**src/sv/i2cmts_pkg.sv**
```systemverilog
`default_nettype none

package i2cmts_pkg;

    // Host command codes
    typedef enum logic [2:0] {
        CMD_BEGIN_READ  = 3'd0,
        CMD_LOAD_BYTE   = 3'd1,
        CMD_BEGIN_WRITE = 3'd2,
        CMD_BUS_EVENT   = 3'd3,
        CMD_FETCH_BYTE  = 3'd4
    } t_cmd;

    // Bus actions issued to the serial interface
    typedef enum logic [2:0] {
        ACT_NONE  = 3'd0,
        ACT_START = 3'd1,
        ACT_SEND  = 3'd2,
        ACT_ACK   = 3'd3,
        ACT_NACK  = 3'd4,
        ACT_STOP  = 3'd5
    } t_action;

    // Master status codes, bits 7..3 of the status byte
    localparam logic [4:0] ST_START       = 5'h01;  // 0x08
    localparam logic [4:0] ST_RESTART     = 5'h02;  // 0x10
    localparam logic [4:0] ST_SLA_W_ACK   = 5'h03;  // 0x18
    localparam logic [4:0] ST_DATA_W_ACK  = 5'h05;  // 0x28
    localparam logic [4:0] ST_SLA_R_ACK   = 5'h08;  // 0x40
    localparam logic [4:0] ST_DATA_R_ACK  = 5'h0A;  // 0x50
    localparam logic [4:0] ST_DATA_R_NACK = 5'h0B;  // 0x58

    // Direction bit in the address byte
    localparam logic DIR_READ = 1'b1;

    // Total count holds the address byte plus up to 31 data bytes
    localparam int TOTAL_W = 6;

endpackage

`default_nettype wire

```
**src/sv/i2cmts_buffer.sv**
```systemverilog
`default_nettype none

module i2cmts_buffer #(
    parameter int DEPTH = 32,
    parameter int AW    = 5
) (
    input  wire logic          i_clk,
    input  wire logic          i_wr_en,
    input  wire logic [AW-1:0] i_wr_addr,
    input  wire logic [7:0]    i_wr_data,
    input  wire logic          i_rd_en,
    input  wire logic [AW-1:0] i_rd_addr,
    output logic      [7:0]    o_rd_data
);

    logic [7:0] r_mem [DEPTH];
    logic [7:0] r_rd_data;

    always_ff @(posedge i_clk) begin
        if (i_wr_en) begin
            r_mem[i_wr_addr] <= i_wr_data;
        end
    end

    // Hold read data between reads
    always_ff @(posedge i_clk) begin
        if (i_rd_en) begin
            r_rd_data <= r_mem[i_rd_addr];
        end
    end

    assign o_rd_data = r_rd_data;

endmodule

`default_nettype wire

```
**src/sv/i2c_master_transfer_sequencer_unit.sv**
```systemverilog
`default_nettype none
// Result: registered at the edge that accepts the request.
// Throughput: one request per cycle unless the result side stalls; the control state
// and buffer RAM port update at the accepting edge; requests follow back to back.
// Reset: synchronous, active low; clears busy, count, cursor, head and the output valid.
// The transfer buffer RAM is not cleared; entries read before written are undefined.

module i2c_master_transfer_sequencer_unit #(
    parameter int BUFFER_DEPTH = 32
) (
    input  wire logic       i_clk,
    input  wire logic       i_rst_n,
    // request channel
    input  wire logic       i_valid,
    output logic            o_stall,
    input  wire logic [2:0] i_cmd,
    input  wire logic [6:0] i_address,
    input  wire logic [4:0] i_length,
    input  wire logic [4:0] i_position,
    input  wire logic [7:0] i_data_byte,
    input  wire logic [7:0] i_bus_status,
    input  wire logic [7:0] i_bus_data,
    // result channel
    output logic            o_valid,
    input  wire logic       i_stall,
    output logic            o_accepted,
    output logic [2:0]      o_action,
    output logic [7:0]      o_tx_byte,
    output logic            o_busy_res,
    output logic [7:0]      o_rx_byte,
    output logic [6:0]      o_rx_address,
    output logic [4:0]      o_rx_length
);

    localparam int TW = i2cmts_pkg::TOTAL_W;
    // buffer index width and cursor width (cursor may reach the depth itself)
    localparam int AW = $clog2(BUFFER_DEPTH);
    localparam int CW = $clog2(BUFFER_DEPTH + 1);
    // common compare width for cursor, count and depth
    localparam int WW = ((CW > TW) ? CW : TW) + 1;

    // ------------------------------------------------------------------
    // Handshake: one result register; take a new request whenever the
    // register is empty or its result leaves in this cycle.
    // ------------------------------------------------------------------
    logic r_valid;
    logic w_take;

    assign o_stall = r_valid && i_stall;
    assign w_take  = i_valid && !o_stall;

    // ------------------------------------------------------------------
    // Control state
    // ------------------------------------------------------------------
    logic          r_busy,   n_busy;
    logic [TW-1:0] r_total,  n_total;
    logic [CW-1:0] r_cursor, n_cursor;
    // copy of buffer entry 0 (address byte); keeps the direction and address
    // readable for a fetch while the RAM port serves the data byte
    logic [7:0]    r_head,   n_head;

    // result register contents
    logic                  r_accepted,  n_accepted;
    i2cmts_pkg::t_action   r_action,    n_action;
    logic                  r_sel_tx,    n_sel_tx;
    logic                  r_sel_rx,    n_sel_rx;
    logic [6:0]            r_rx_address, n_rx_address;
    logic [4:0]            r_rx_length, n_rx_length;

    // buffer RAM port
    logic          w_wr_en;
    logic [AW-1:0] w_wr_addr;
    logic [7:0]    w_wr_data;
    logic          w_rd_en;
    logic [AW-1:0] w_rd_addr;
    logic [7:0]    w_rd_data;

    // widened operands
    logic [WW-1:0] w_cur;
    logic [WW-1:0] w_tot;
    logic [WW-1:0] w_depth;
    logic [WW-1:0] w_len1;
    logic [WW-1:0] w_pos;
    logic [WW-1:0] w_pos1;
    logic [4:0]    w_code;
    logic          w_room;

    assign w_cur   = WW'(r_cursor);
    assign w_tot   = WW'(r_total);
    assign w_depth = WW'(BUFFER_DEPTH);
    assign w_len1  = WW'(i_length) + WW'(1);
    assign w_pos   = WW'(i_position);
    assign w_pos1  = WW'(i_position) + WW'(1);
    assign w_code  = i_bus_status[7:3];
    // space left in the buffer for a received byte
    assign w_room  = w_cur < w_depth;

    always_comb begin
        n_busy       = r_busy;
        n_total      = r_total;
        n_cursor     = r_cursor;
        n_head       = r_head;
        n_accepted   = 1'b0;
        n_action     = i2cmts_pkg::ACT_NONE;
        n_sel_tx     = 1'b0;
        n_sel_rx     = 1'b0;
        n_rx_address = '0;
        n_rx_length  = '0;
        w_wr_en      = 1'b0;
        w_wr_addr    = r_cursor[AW-1:0];
        w_wr_data    = i_bus_data;
        w_rd_en      = 1'b0;
        w_rd_addr    = r_cursor[AW-1:0];

        unique case (i2cmts_pkg::t_cmd'(i_cmd))
            i2cmts_pkg::CMD_BEGIN_READ, i2cmts_pkg::CMD_BEGIN_WRITE: begin
                // refuse while busy or when the transfer would overflow the buffer
                if (!r_busy && (w_len1 <= w_depth)) begin
                    n_busy     = 1'b1;
                    n_total    = TW'(w_len1);
                    n_cursor   = '0;
                    n_head     = {i_address,
                                  (i2cmts_pkg::t_cmd'(i_cmd) == i2cmts_pkg::CMD_BEGIN_READ)
                                      ? i2cmts_pkg::DIR_READ : 1'b0};
                    w_wr_en    = 1'b1;
                    w_wr_addr  = '0;
                    w_wr_data  = n_head;
                    n_accepted = 1'b1;
                    n_action   = i2cmts_pkg::ACT_START;
                end
            end
            i2cmts_pkg::CMD_LOAD_BYTE: begin
                // data bytes live one entry above the address byte
                if (!r_busy && (w_pos1 < w_depth)) begin
                    w_wr_en    = 1'b1;
                    w_wr_addr  = w_pos1[AW-1:0];
                    w_wr_data  = i_data_byte;
                    n_accepted = 1'b1;
                end
            end
            i2cmts_pkg::CMD_BUS_EVENT: begin
                // events while idle produce nothing
                if (r_busy) begin
                    priority if (w_code == i2cmts_pkg::ST_START ||
                                 w_code == i2cmts_pkg::ST_RESTART ||
                                 w_code == i2cmts_pkg::ST_SLA_W_ACK ||
                                 w_code == i2cmts_pkg::ST_DATA_W_ACK) begin
                        // send the next byte, or stop once all are out
                        if ((w_cur < w_tot) && w_room) begin
                            w_rd_en  = 1'b1;
                            n_sel_tx = 1'b1;
                            n_cursor = r_cursor + CW'(1);
                            n_action = i2cmts_pkg::ACT_SEND;
                        end else begin
                            n_busy   = 1'b0;
                            n_action = i2cmts_pkg::ACT_STOP;
                        end
                    end else if (w_code == i2cmts_pkg::ST_DATA_R_ACK) begin
                        // store the byte, then ack unless the next one is the last
                        if (w_room) begin
                            w_wr_en  = 1'b1;
                            n_cursor = r_cursor + CW'(1);
                            if (r_cursor == CW'(0)) begin
                                n_head = i_bus_data;
                            end
                            n_action = ((w_cur + WW'(2)) < w_tot)
                                       ? i2cmts_pkg::ACT_ACK : i2cmts_pkg::ACT_NACK;
                        end else begin
                            n_action = ((w_cur + WW'(1)) < w_tot)
                                       ? i2cmts_pkg::ACT_ACK : i2cmts_pkg::ACT_NACK;
                        end
                    end else if (w_code == i2cmts_pkg::ST_SLA_R_ACK) begin
                        n_action = ((w_cur + WW'(1)) < w_tot)
                                   ? i2cmts_pkg::ACT_ACK : i2cmts_pkg::ACT_NACK;
                    end else if (w_code == i2cmts_pkg::ST_DATA_R_NACK) begin
                        // last byte of a read: store it and stop
                        if (w_room) begin
                            w_wr_en  = 1'b1;
                            n_cursor = r_cursor + CW'(1);
                            if (r_cursor == CW'(0)) begin
                                n_head = i_bus_data;
                            end
                        end
                        n_busy   = 1'b0;
                        n_action = i2cmts_pkg::ACT_STOP;
                    end else begin
                        // unknown status: drop the transfer
                        n_busy   = 1'b0;
                        n_action = i2cmts_pkg::ACT_STOP;
                    end
                end
            end
            i2cmts_pkg::CMD_FETCH_BYTE: begin
                // only after a finished read and within its length
                if (!r_busy && (r_head[0] == i2cmts_pkg::DIR_READ) &&
                    (r_total != TW'(0)) && (w_pos < (w_tot - WW'(1))) &&
                    (w_pos1 < w_depth)) begin
                    w_rd_en      = 1'b1;
                    w_rd_addr    = w_pos1[AW-1:0];
                    n_sel_rx     = 1'b1;
                    n_accepted   = 1'b1;
                    n_rx_address = r_head[7:1];
                    n_rx_length  = 5'(r_total - TW'(1));
                end
            end
            default: begin
                // unused command codes: no change
            end
        endcase
    end

    // ------------------------------------------------------------------
    // Buffer RAM: written and read only at an accepting edge, so read
    // data holds while the result waits under stall.
    // ------------------------------------------------------------------
    i2cmts_buffer #(
        .DEPTH (BUFFER_DEPTH),
        .AW    (AW)
    ) u_buffer (
        .i_clk     (i_clk),
        .i_wr_en   (w_take && w_wr_en),
        .i_wr_addr (w_wr_addr),
        .i_wr_data (w_wr_data),
        .i_rd_en   (w_take && w_rd_en),
        .i_rd_addr (w_rd_addr),
        .o_rd_data (w_rd_data)
    );

    // Advance control state on each accepted request
    always_ff @(posedge i_clk) begin
        if (!i_rst_n) begin
            r_busy   <= 1'b0;
            r_total  <= '0;
            r_cursor <= '0;
            r_head   <= '0;
        end else if (w_take) begin
            r_busy   <= n_busy;
            r_total  <= n_total;
            r_cursor <= n_cursor;
            r_head   <= n_head;
        end
    end

    // Result valid: set on a new request, drop when taken without refill
    always_ff @(posedge i_clk) begin
        if (!i_rst_n) begin
            r_valid <= 1'b0;
        end else if (w_take) begin
            r_valid <= 1'b1;
        end else if (!i_stall) begin
            r_valid <= 1'b0;
        end
    end

    // Result payload: load on accept, hold otherwise
    always_ff @(posedge i_clk) begin
        if (w_take) begin
            r_accepted   <= n_accepted;
            r_action     <= n_action;
            r_sel_tx     <= n_sel_tx;
            r_sel_rx     <= n_sel_rx;
            r_rx_address <= n_rx_address;
            r_rx_length  <= n_rx_length;
        end
    end

    // busy after the step, kept in its own register loaded with the next busy state
    logic r_busy_res;
    always_ff @(posedge i_clk) begin
        if (w_take) begin
            r_busy_res <= n_busy;
        end
    end

    assign o_valid      = r_valid;
    assign o_accepted   = r_accepted;
    assign o_action     = r_action;
    assign o_tx_byte    = r_sel_tx ? w_rd_data : 8'h00;
    assign o_busy_res   = r_busy_res;
    assign o_rx_byte    = r_sel_rx ? w_rd_data : 8'h00;
    assign o_rx_address = r_rx_address;
    assign o_rx_length  = r_rx_length;

endmodule

`default_nettype wire

```
**config.mk**
```make
export PLATFORM = sky130hd
export DESIGN_NAME = i2c_master_transfer_sequencer_unit
export DESIGN_NICKNAME = d
export VERILOG_FILES = /design/src/sv/i2cmts_pkg.sv /design/src/sv/i2cmts_buffer.sv /design/src/sv/i2c_master_transfer_sequencer_unit.sv
export SDC_FILE = /design/constraint.sdc
export NUM_CORES = 1
export LEC_CHECK = 0
export ABC_AREA = 1
export BUFFER_PORTS_ARGS = -buffer_cell sky130_fd_sc_hd__buf_2
export CAP_MARGIN = 40
export CORE_ASPECT_RATIO = 0.7
export CORE_MARGIN = 1
export CORE_UTILIZATION = 65
export CTS_BUF_LIST = sky130_fd_sc_hd__clkbuf_8 sky130_fd_sc_hd__clkbuf_16
export DETAILED_ROUTE_END_ITERATION = 8
export PLACE_DENSITY = 0.84
export SLEW_MARGIN = 15
export SYNTH_ARGS = -nofsm -noshare
export SYNTH_HDL_FRONTEND = slang
export SYNTH_SLANG_ARGS = --single-unit
```
**constraint.sdc**
```tcl
create_clock -name i_clk -period 9.4 [get_ports i_clk]
set_input_delay 2.35 -clock i_clk [delete_from_list [all_inputs] [get_ports i_clk]]
set_output_delay 2.35 -clock i_clk [all_outputs]
set_load 0.02 [all_outputs]
```
# --- Yosys cells after proc, flatten, opt, wreduce, memory -nomap -nowiden ---
# Memory sizes are Yosys's and may differ from the RTL's. A register that Yosys moved wholly into a read port is not among the register bits.
# Index checks and enable logic that the tools add are counted.
word_totals:
  regBits: 41
  mem_bits_rw: 256
  in_bits: 48
  elab_cells: 136
  n_memories: 1
mem_list:
  columns: ["memory", "depth", "word_bits", "read_ports", "rd_clocked_by_memory_dff", "wr", "line_no", "source"]
  rows:
  - ["u_buffer.r_mem", 32, 8, 1, 1, 1, "i2cmts_buffer.sv:16", "logic [7:0] r_mem [DEPTH];"]
op_classes:
  add_sub_neg: 7
  magnitude_cmp: 7
  eq_ne: 20
  n_mux: 64
  reduce_logical: 25
ops:
  columns: ["cell", "count"]
  rows:
  - ["$mux 8", 12]
  - ["$mux 6", 8]
  - ["$pmux 8 s2", 2]
  - ["$mux 3", 8]
  - ["$mux 1", 23]
  - ["$mux 5", 4]
  - ["$eq 5x4->1 const B", 3]
  - ["$lt 7x6->1", 2]
  - ["$reduce_and 7->1", 2]
  - ["$add 5x1->6 const B", 2]
  - ["$lt 6x6->1 const B", 2]
  - ["$pmux 6 s2", 1]
  - ["$logic_and 1x1->1", 11]
  - ["$eq 5x2->1 const B", 2]
  - ["$pmux 5 s2", 1]
  - ["$ne 3x3->1 const B", 3]
  - ["$ne 4x4->1 const B", 2]
  - ["$add 6x1->7 const B", 1]
  - ["$add 6x2->7 const B", 1]
  - ["$lt 5x7->1", 1]
  - ["$sub 6x1->7 const B", 1]
  - ["$add 6x1->6 const B", 1]
  - ["$eq 3x2->1 const B", 2]
  - ["$le 6x6->1 const B", 1]
  - ["20 further kinds", 27]

# --- Longest topological paths before layout ---
# Gate-level depths: netlist of the first run.
depth:
  depth_word: 11
  depth_mapped: 23

# --- Modules after synthesis ---
# A second synthesis of the first run with hierarchy kept.
hier_totals:
  hier_cells: 1446
  hier_area_um2: 14279.9
by_module_without_submodules:
  columns: ["module", "instances", "cells_each", "area_each_um2", "seq_area_each_um2"]
  rows:
  - ["i2cmts_buffer", 1, 922, 10866.7, 7927.6]
  - ["i2c_master_transfer_sequencer_unit", 1, 524, 3413.3, 1011.0]

# --- Least setup slack after synthesis of the first run ---
# OpenSTA, ideal clock, no wires.
synth_timing:
  path_kind: "input -> register"
  from: "input port i_stall"
  to: "memory u_buffer.r_mem[10][0], enable pin"
  arrival_time_ps: 4607
  required_time_ps: 9030
  slack_ps: 4423
  cell_stages: 7
  n_path_buf: 0
  path_cell_list: "nand2_1 -> inv_1 -> nor2_1 -> inv_1 -> a21oi_1 -> nand3_1 -> nor2_1"
synth_between:
  elab_chain_len: 6
synth_lines:
  columns: ["item", "line_no", "source"]
  rows:
  - ["start: declaration", "i2c_master_transfer_sequencer_unit.sv:25", "input wire logic i_stall,"]
  - ["$logic_and 1x1->1", "i2c_master_transfer_sequencer_unit.sv:49", "assign o_stall = r_valid && i_stall;"]
  - ["named net o_stall", "i2c_master_transfer_sequencer_unit.sv:15", "output logic o_stall,"]
  - ["$logic_not 1->1", "i2c_master_transfer_sequencer_unit.sv:50", "assign w_take = i_valid && !o_stall;"]
  - ["$logic_and 1x1->1", "i2c_master_transfer_sequencer_unit.sv:50", null]
  - ["named net w_take", "i2c_master_transfer_sequencer_unit.sv:47", "logic w_take;"]
  - ["$logic_and 1x1->1", "i2c_master_transfer_sequencer_unit.sv:221", ".i_wr_en (w_take && w_wr_en),"]
  - ["$mux 1", "i2cmts_buffer.sv:20", "if (i_wr_en) begin"]
  - ["$mux 1 (implied by the code)", "i2cmts_buffer.sv:21", "r_mem[i_wr_addr] <= i_wr_data;"]
  - ["end: declaration", "i2cmts_buffer.sv:16", null]
# The timed path passes the listed nets, and every way through them passes these cells.

# --- Worst setup path in the final report of the first run ---
layout_timing:
  from: "input port i_position[2]"
  to: "register u_buffer.r_rd_data[1], in the netlist u_buffer.o_rd_data[1] (read register of u_buffer.r_mem) (data pin)"
layout_between:
  elab_chain_len: 6
  elab_cells_between_ends: 10
  cone_classes: "1 x add/sub; 2 x order compare; 4 x mux; 3 x reduce/logical"
layout_lines:
  columns: ["item", "line_no", "source"]
  rows:
  - ["start: declaration", "i2c_master_transfer_sequencer_unit.sv:19", "input wire logic [4:0] i_position,"]
  - ["$add 5x1->6 / $lt 5x7->1 (equally long branches)", "i2c_master_transfer_sequencer_unit.sv:93, i2c_master_transfer_sequencer_unit.sv:196", null]
  - ["$lt 6x6->1 / $logic_and 1x1->1 (equally long branches)", "i2c_master_transfer_sequencer_unit.sv:197, i2c_master_transfer_sequencer_unit.sv:196", null]
  - ["$logic_and 1x1->1", "i2c_master_transfer_sequencer_unit.sv:196", "(r_total != TW'(0)) && (w_pos < (w_tot - WW'(1))) &&"]
  - ["$mux 1", "i2c_master_transfer_sequencer_unit.sv:195", "if (!r_busy && (r_head[0] == i2cmts_pkg::DIR_READ) &&"]
  - ["$pmux 1 s2", "i2c_master_transfer_sequencer_unit.sv:115", "unique case (i2cmts_pkg::t_cmd'(i_cmd))"]
  - ["$logic_and 1x1->1", "i2c_master_transfer_sequencer_unit.sv:224", ".i_rd_en (w_take && w_rd_en),"]
  - ["end: declaration", "i2cmts_buffer.sv:17", "logic [7:0] r_rd_data;"]
# Parallel ways exist; a longest one is shown, timed or not.
# A chain may end at the register's enable or synchronous reset.

==> run_results.csv, run 1 <==
group,metric,value,unit
finish,instances_no_fill,1954,
finish,final_layout_size_suffix_gt1_share,9.330,%
placement,gp_congestion,1.003,
cts,clock_transition_at_path_regs,0.07,ns
cts,cts_buffers,28,
synthesis,post_synth_inst_count,1583,
finish,layout.core_utilization,73.95,%
placement,place.detailed.hpwl,23280,um
critical_path,worst-path-max-fanout,76,
cts,clock_insertion_delay_worst_skew,0.55,ns
cts,cts_post_setup_buffers_inserted,0,
finish,antennaDiodeCount,0,
pwr,lkg_pwr,7.300,nW
critical_path,path_delay_family,"simple AND/OR/NAND/NOR gates",
critical_path,timing.critical_path.from_type,"input port",
synthesis,ranking_of_synthesized_cells_by_area,"edfxtp_1 (58%), nand3_1 (11%), nand2_1 (8.6%), inv_1 (8.6%), dfxtp_1 (3.0%)",
detailed_routing,drc,0,
global_route,total_routing_resource_utilization_after_global_routing,32.37,%
finish,finish.net_count,1725,
sta,timing_hold_violations_final,0,
floorplanning,start_util,67.24,%
synthesis,syn-num-nets,1657,
placement,dp_cell_count,1901,
floorplanning,top_level_ports,83,
synthesis,synth_enable_flop_cells,283,
detailed_routing,met1_length,14800,um
sta,setup_repair_after_global_routing_missed_its_margin,"no",
critical_path,crit_path_top_delay_cell,"buf_4",
critical_path,cpPeakStageDelay,0.76,ns
detailed_routing,wire_per_inst,19.06,um
sta,fmax,171.2,MHz
global_route,grt_max_degree,77,
finish,area_growth_from_synthesis_to_layout,9.991,%
synthesis,synthesis.area,14760,sq um
synthesis,netlist-cell-type-count,40,
detailed_routing,num_vias,11336,
synthesis,synth_top_cells_by_count,"nand2_1 (339), inv_1 (337), nand3_1 (310), edfxtp_1 (283), nor2_1 (74)",
synthesis,avgSynthCellArea,9.327,sq um
floorplanning,die_height,128.1,um
cts,clock_tree.buffer_depth,3,
sta,timing.clock.skew,0.009284,ns
status,outcome,"completed",
floorplanning,die_area,23330,sq um
job,timing.max_cap.violations,0,
detailed_routing,detail_route.wirelength,37250,um
floorplanning,row_count,45,
detailed_routing,drt_first_iter_violations,1424,
synthesis,synth-async-reset-ratio,0,%
synthesis,yosysMostFrequentCell,"nand2_1",
detailed_routing,maxUsedRoutingLayer,"met4",
critical_path,setup.worst_path.class,"input port to flip-flop",
floorplanning,dieWidth,182.1,um
placement,placement.io_buffers,79,
global_route,number_of_antenna_violations_at_the_first_check_in_global_routing,0,
critical_path,timing.critical_path.mode_cell,"nand2_1",
synthesis,synth_top_area_cell,"edfxtp_1",
global_route,grt_pass1_vias,10492,
detailed_routing,detailedRoute.firstPassIterationCount,6,
synthesis,synth.top_cell.area_share,57.56,%
global_route,grt_first_pass_wirelength,57010,um
synthesis,post_synthesis_sequential_element_count,305,
detailed_routing,vias_per_cell,5.801,
synthesis,synthesis.yosys.warnings,0,
critical_path,cp.arrival,6.15,ns
worst_hold_path,hold_path.class,"flip-flop to flip-flop",
cts,cts_max_level,1,
sta,setup_viol,0,
pwr,power_dens_cells,177.7,nW/um^2
detailed_routing,dr_wl_met3,5034,um
cts,cts_root_buffer,"clkbuf_16",
global_route,globalRouteOverflowTotal,0,
detailed_routing,routed-wl-met2,16560,um
pwr,post-layout-total-power,2.886,mW
cts,clock_tree_from_tritoncts,"built",
synthesis,synth_seq_area_share,60.54,%
synthesis,dominantRegCellSynth,"edfxtp_1",
critical_path,critical_path_buf_inv_count,3,
cts,holdBufCountCts,0,
sta,layout_worst_path_cycle_share,62.15,%
sta,max_slew_margin,33.69,%
cts,clock-sinks,305,
sta,final_period_minus_worst_setup_slack,5.842,ns
critical_path,crit_chain,"buf_2 > ha_1 > nand2_1 > inv_1 > nand2_1 > nand2_1 > nand2_1 > nand2_1 > nand3_2 > nand2_2 > nand2_2 > nand2_2 > buf_4 > nand2_1 > nand3_1 > nand3_1 > nand3_1 > nand2_1 > nand2_1 > nand2_1",
cts,ctsResizeCount,0,
sta,setup_total_negative_slack,0,ns
sta,worst_pin_slew,0.9843,ns
sta,drv_slew,0,
critical_path,worstPathRequired,9.71,ns
pwr,maximum_ir_drop_on_the_vdd_rail,0.1672,mV
finish,n_fill_cell,1465,
floorplanning,standard_cell_core_area,21960,sq um
sta,holdWs,0.4533,ns
detailed_routing,detail-route-antenna-nets,0,
critical_path,critical_path.endpoint_type,"flip-flop",
[layer usage]
metal  global-route usage (%)  vias up
li1                         -     5279
met2                    50.03      709
met4                    8.700        0
met3                    7.756       92
met1                    46.33     5256
met5                        0        -
[cells by family (layout without fill, tap and decap cells)]
logic type,after synthesis,count (layout),share of synthesized area (%)
simple gates,743,743,21.95
flops,305,305,60.54
fa+ha+maj,26,26,2.203
xor+xnor,11,11,0.6525
compound gates,95,95,3.737
buf+inv,403,492,10.92
[worst reg2reg max path: cells and delay by family, from the launching register on]
kind | cells | cell delay, ns
AND/OR/NAND/NOR | 15 | 2.55
buffers and inverters | 4 | 0.99
adder cells (fa/ha/maj) | 2 | 0.54
flip-flops | 1 | 0.48
XOR/XNOR | 1 | 0.16
[report_power, final]
part           switching [mW]  internal [mW]
Combinational           0.191         0.0703
Clock                   0.490          0.608
Sequential            0.00786           1.52
[per-stage QoR]
stage / worst slack (ns) / cell area (sq um)
final: 3.558 / 16240
after floorplan: 4.423 / 14760
after global placement: 3.286 / 15330
after global routing: 3.390 / 16240
after CTS: 3.762 / 16220
after detailed placement: 3.233 / 15360
[final cells by class]
cell class	instances	area (sq um)	share of cell area, %
flip-flops and latches	305	8939	55.04
multi-input cells	875	4230	26.05
inverters	342	1284	7.905
clock buffers	29	725.7	4.469
repair buffers	99	565.5	3.483
well taps	282	352.8	2.173
clock inverters	22	142.6	0.8783
[flip-flops by register name, indices dropped and copies added (netlist names)]
register,cells
o_busy_res,1
u_buffer.o_rd_data,8
o_rx_length,5
r_head,8
r_sel_rx,1
r_cursor,6
r_sel_tx,1
o_accepted,1
u_buffer.r_mem,256
o_rx_address,7
r_busy,1
r_total,6
o_action,3
o_valid,1
[cells in the final DEF, fill, tap and decap left out, types with 8 or more instances in the layout]
master	count
nand3_1	310
inv_1	346
clkbuf_16	29
a21oi_1	30
buf_2	79
buf_4	19
xor2_1	10
nand2_1	338
o211ai_1	8
clkinv_1	8
o21ai_0	39
nor2_1	73
dfxtp_1	22
edfxtp_1	283
ha_1	26
[worst paths after layout]
kind,start,to,slack (ns),cells after the start
max,i_position[2],u_buffer.o_rd_data[1]$_DFFE_PP_,3.56,20
min,r_head[7]$_SDFFE_PN0P_,r_head[7]$_SDFFE_PN0P_,0.45,2
max reg2reg,r_total[0]$_SDFFE_PN0P_,u_buffer.o_rd_data[1]$_DFFE_PP_,4.44,22
min reg2reg,r_head[7]$_SDFFE_PN0P_,r_head[7]$_SDFFE_PN0P_,0.45,2
(Power assumes the default switching activity.)
==> run 2, diff against run 1 <==
- CORE_UTILIZATION: 65 -> 55
- PLACE_DENSITY: 0.84 -> 0.76
- clock period: 9.4 -> 4.96 ns (I/O delays scaled with it)
==> run 2 against run 1 <==
Worst setup slack got worse by 2.7 ns; final area rose by 2.9%; clock power rose by 84%; sequential cell count did not move; critical path type is now flip-flop to flip-flop; largest power group unchanged.
==> run_results.csv, run 2 (same netlist as run 1, synthesis figures left out) <==
group,metric,value,unit
status,outcome,"completed",
global_route,grt_max_degree,89,
sta,worst_pin_slew,0.8567,ns
pwr,power_dens_cells,325.5,nW/um^2
detailed_routing,vias_per_cell,5.518,
placement,post-place-ws,0.6976,ns
cts,cts_buffers,28,
global_route,busiest_layer,"met1",
finish,area_growth_from_synthesis_to_layout,13.19,%
critical_path,worst-path-max-fanout,24,
finish,finish.net_count,1772,
floorplanning,row_count,49,
finish,largest-register,"u_buffer.r_mem",
finish,antennaDiodeCount,0,
global_route,total_routing_resource_utilization_after_global_routing,28.68,%
placement,gp_congestion,0.9312,
detailed_routing,wire_per_inst,18.54,um
critical_path,crit_chain,"inv_2 > ha_1 > xnor2_1 > ha_1 > nand2_1 > inv_1 > nand2_1 > nand2_1 > nand2_1 > nand2_1 > nand3_2 > nand2_2 > buf_4 > nand2_1 > o21ai_2 > inv_1 > buf_4 > nand3_1 > nand3_1 > nand2_1 > nand2_1 > nand2_1",
critical_path,timing.critical_path.mode_cell,"nand2_1",
detailed_routing,detailedRoute.firstPassIterationCount,5,
critical_path,cp.arrival,4.37,ns
critical_path,critical_path.endpoint_type,"flip-flop",
cts,ctsResizeCount,0,
sta,timing_hold_violations_final,0,
critical_path,timing.critical_path.from_type,"flip-flop",
pwr,netSwitchingFraction,24.24,%
critical_path,setup.worst_path.class,"flip-flop to flip-flop",
floorplanning,standard_cell_core_area,25990,sq um
floorplanning,top_level_ports,83,
cts,holdBufCountCts,0,
pwr,power.switching,1.318,mW
global_route,globalRouteOverflowTotal,0,
global_route,globalRouteMet1Util,42.74,%
pwr,clkPwrFrac,37.2,%
cts,cts_root_buffer,"clkbuf_16",
finish,final_layout_size_suffix_gt1_share,11.94,%
pwr,lkg_pwr,7.542,nW
floorplanning,die_height,139.1,um
global_route,grt_pass1_vias,10848,
pwr,post-layout-total-power,5.440,mW
finish,mostFrequentLayoutCells,"inv_1 (341), nand2_1 (338), nand3_1 (310)",
sta,timing.clock.skew,0.009193,ns
sta,max_slew_margin,42.64,%
sta,fmax,244.6,MHz
pwr,power.combinational.fraction,9.6,%
placement,place.detailed.hpwl,25670,um
critical_path,crit_path_top_delay_cell,"dfxtp_1",
finish,layout_commonest_cell,"inv_1",
sta,drv_slew,0,
critical_path,critical_path_buf_inv_count,5,
cts,clock_transition_at_path_regs,0.07,ns
detailed_routing,detail_route.wirelength,38460,um
floorplanning,die_area,27510,sq um
global_route,grt_util_met3,7.831,%
pwr,maximum_ir_drop_on_the_vdd_rail,0.2859,mV
placement,placement.io_buffers,79,
critical_path,timing.reg2reg.setup_slack,0.87,ns
detailed_routing,drt_first_iter_violations,1427,
cts,cts_max_level,1,
worst_hold_path,hold_path.class,"flip-flop to flip-flop",
cts,clock_insertion_delay_worst_skew,0.56,ns
critical_path,worstPathRequired,5.24,ns
global_route,met2_usage,41.96,%
sta,final_period_minus_worst_setup_slack,4.088,ns
critical_path,cpPeakStageDelay,0.48,ns
global_route,number_of_antenna_violations_at_the_first_check_in_global_routing,1,
pwr,intPower,4.121,mW
sta,postLayoutSetupSlackWorst,0.8715,ns
cts,clock_tree_from_tritoncts,"built",
finish,largest_register_ff_count,256,
sta,layout_worst_path_cycle_share,82.43,%
cts,cts_post_setup_buffers_inserted,0,
cts,clock-sinks,305,
floorplanning,dieWidth,197.8,um
floorplanning,start_util,56.80,%
global_route,grt_first_pass_wirelength,59750,um
job,timing.max_cap.violations,0,
detailed_routing,drc,0,
detailed_routing,num_vias,11444,
detailed_routing,detail-route-antenna-nets,0,
sta,setup_viol,0,
sta,setup_repair_after_global_routing_missed_its_margin,"no",
sta,setup_total_negative_slack,0,ns
pwr,seq_power_share,53.2,%
cts,clock_tree.buffer_depth,3,
critical_path,path_delay_family,"simple AND/OR/NAND/NOR gates",
run 2: cell count changes in the layout (fill, tap and decap cells not counted):
cell and change:
clkinvlp_4 -1, inv_1 -5, buf_12 +3, buf_4 +43, clkinv_1 +1, clkinv_2 +4
buf_16 +1, bufinv_16 -1
run 2: layout make-up:
cell class              count  area, sq um
fillers                  2064         9284
flip-flops and latches    305         8939
multi-input cells         875         4230
inverters                 342         1284
repair buffers            146        975.9
clock buffers              29        725.7
well taps                 357        446.7
clock inverters            20        110.1
run 2: power by group through the flow:
stage               clock network, mW  registers (mW)  logic [mW]
finish                           2.02            2.89       0.523
global route                     2.13            2.90       0.572
CTS                              2.04            2.89       0.513
detailed placement                  0            2.95       0.510
global placement                    0            2.95       0.494
floorplan                           0            2.96       0.295
run 2: routing by layer:
layer	share of wire, %	vias to the layer above
li1	-	5367
met1	42	5437
met2	43	586
met3	13	54
met4	1.7	0
met5	0	-
run 2: tightest hold or removal path, delay by kind of cell, from the launching register on:
kind                   cells  cell delay, ns
AO/OA/AOI/OAI              1            0.05
buffers and inverters      1            0.06
flip-flops                 1            0.30
run 2: final timing paths:
path	from	to	cells past startpoint
worst min-delay path	r_head[5]$_SDFFE_PN0P_	r_head[5]$_SDFFE_PN0P_	2
worst max register to register	r_total[0]$_SDFFE_PN0P_	u_buffer.o_rd_data[3]$_DFFE_PP_	22
worst max-delay path	r_total[0]$_SDFFE_PN0P_	u_buffer.o_rd_data[3]$_DFFE_PP_	22
worst min register to register	r_head[5]$_SDFFE_PN0P_	r_head[5]$_SDFFE_PN0P_	2
run 2: per-stage QoR:
step	util (%)	hold WS (ns)	instances	instance area, sq um
2_1_floorplan	-	0.4239	1583	14760
3_3_place_gp	60.83	0.4367	2022	15810
3_5_place_dp	61.07	0.4452	2025	15880
4_1_cts	64.29	0.4560	2074	16710
5_1_grt	64.29	0.4783	2074	16710
6_report	64.29	0.4551	2074	16710
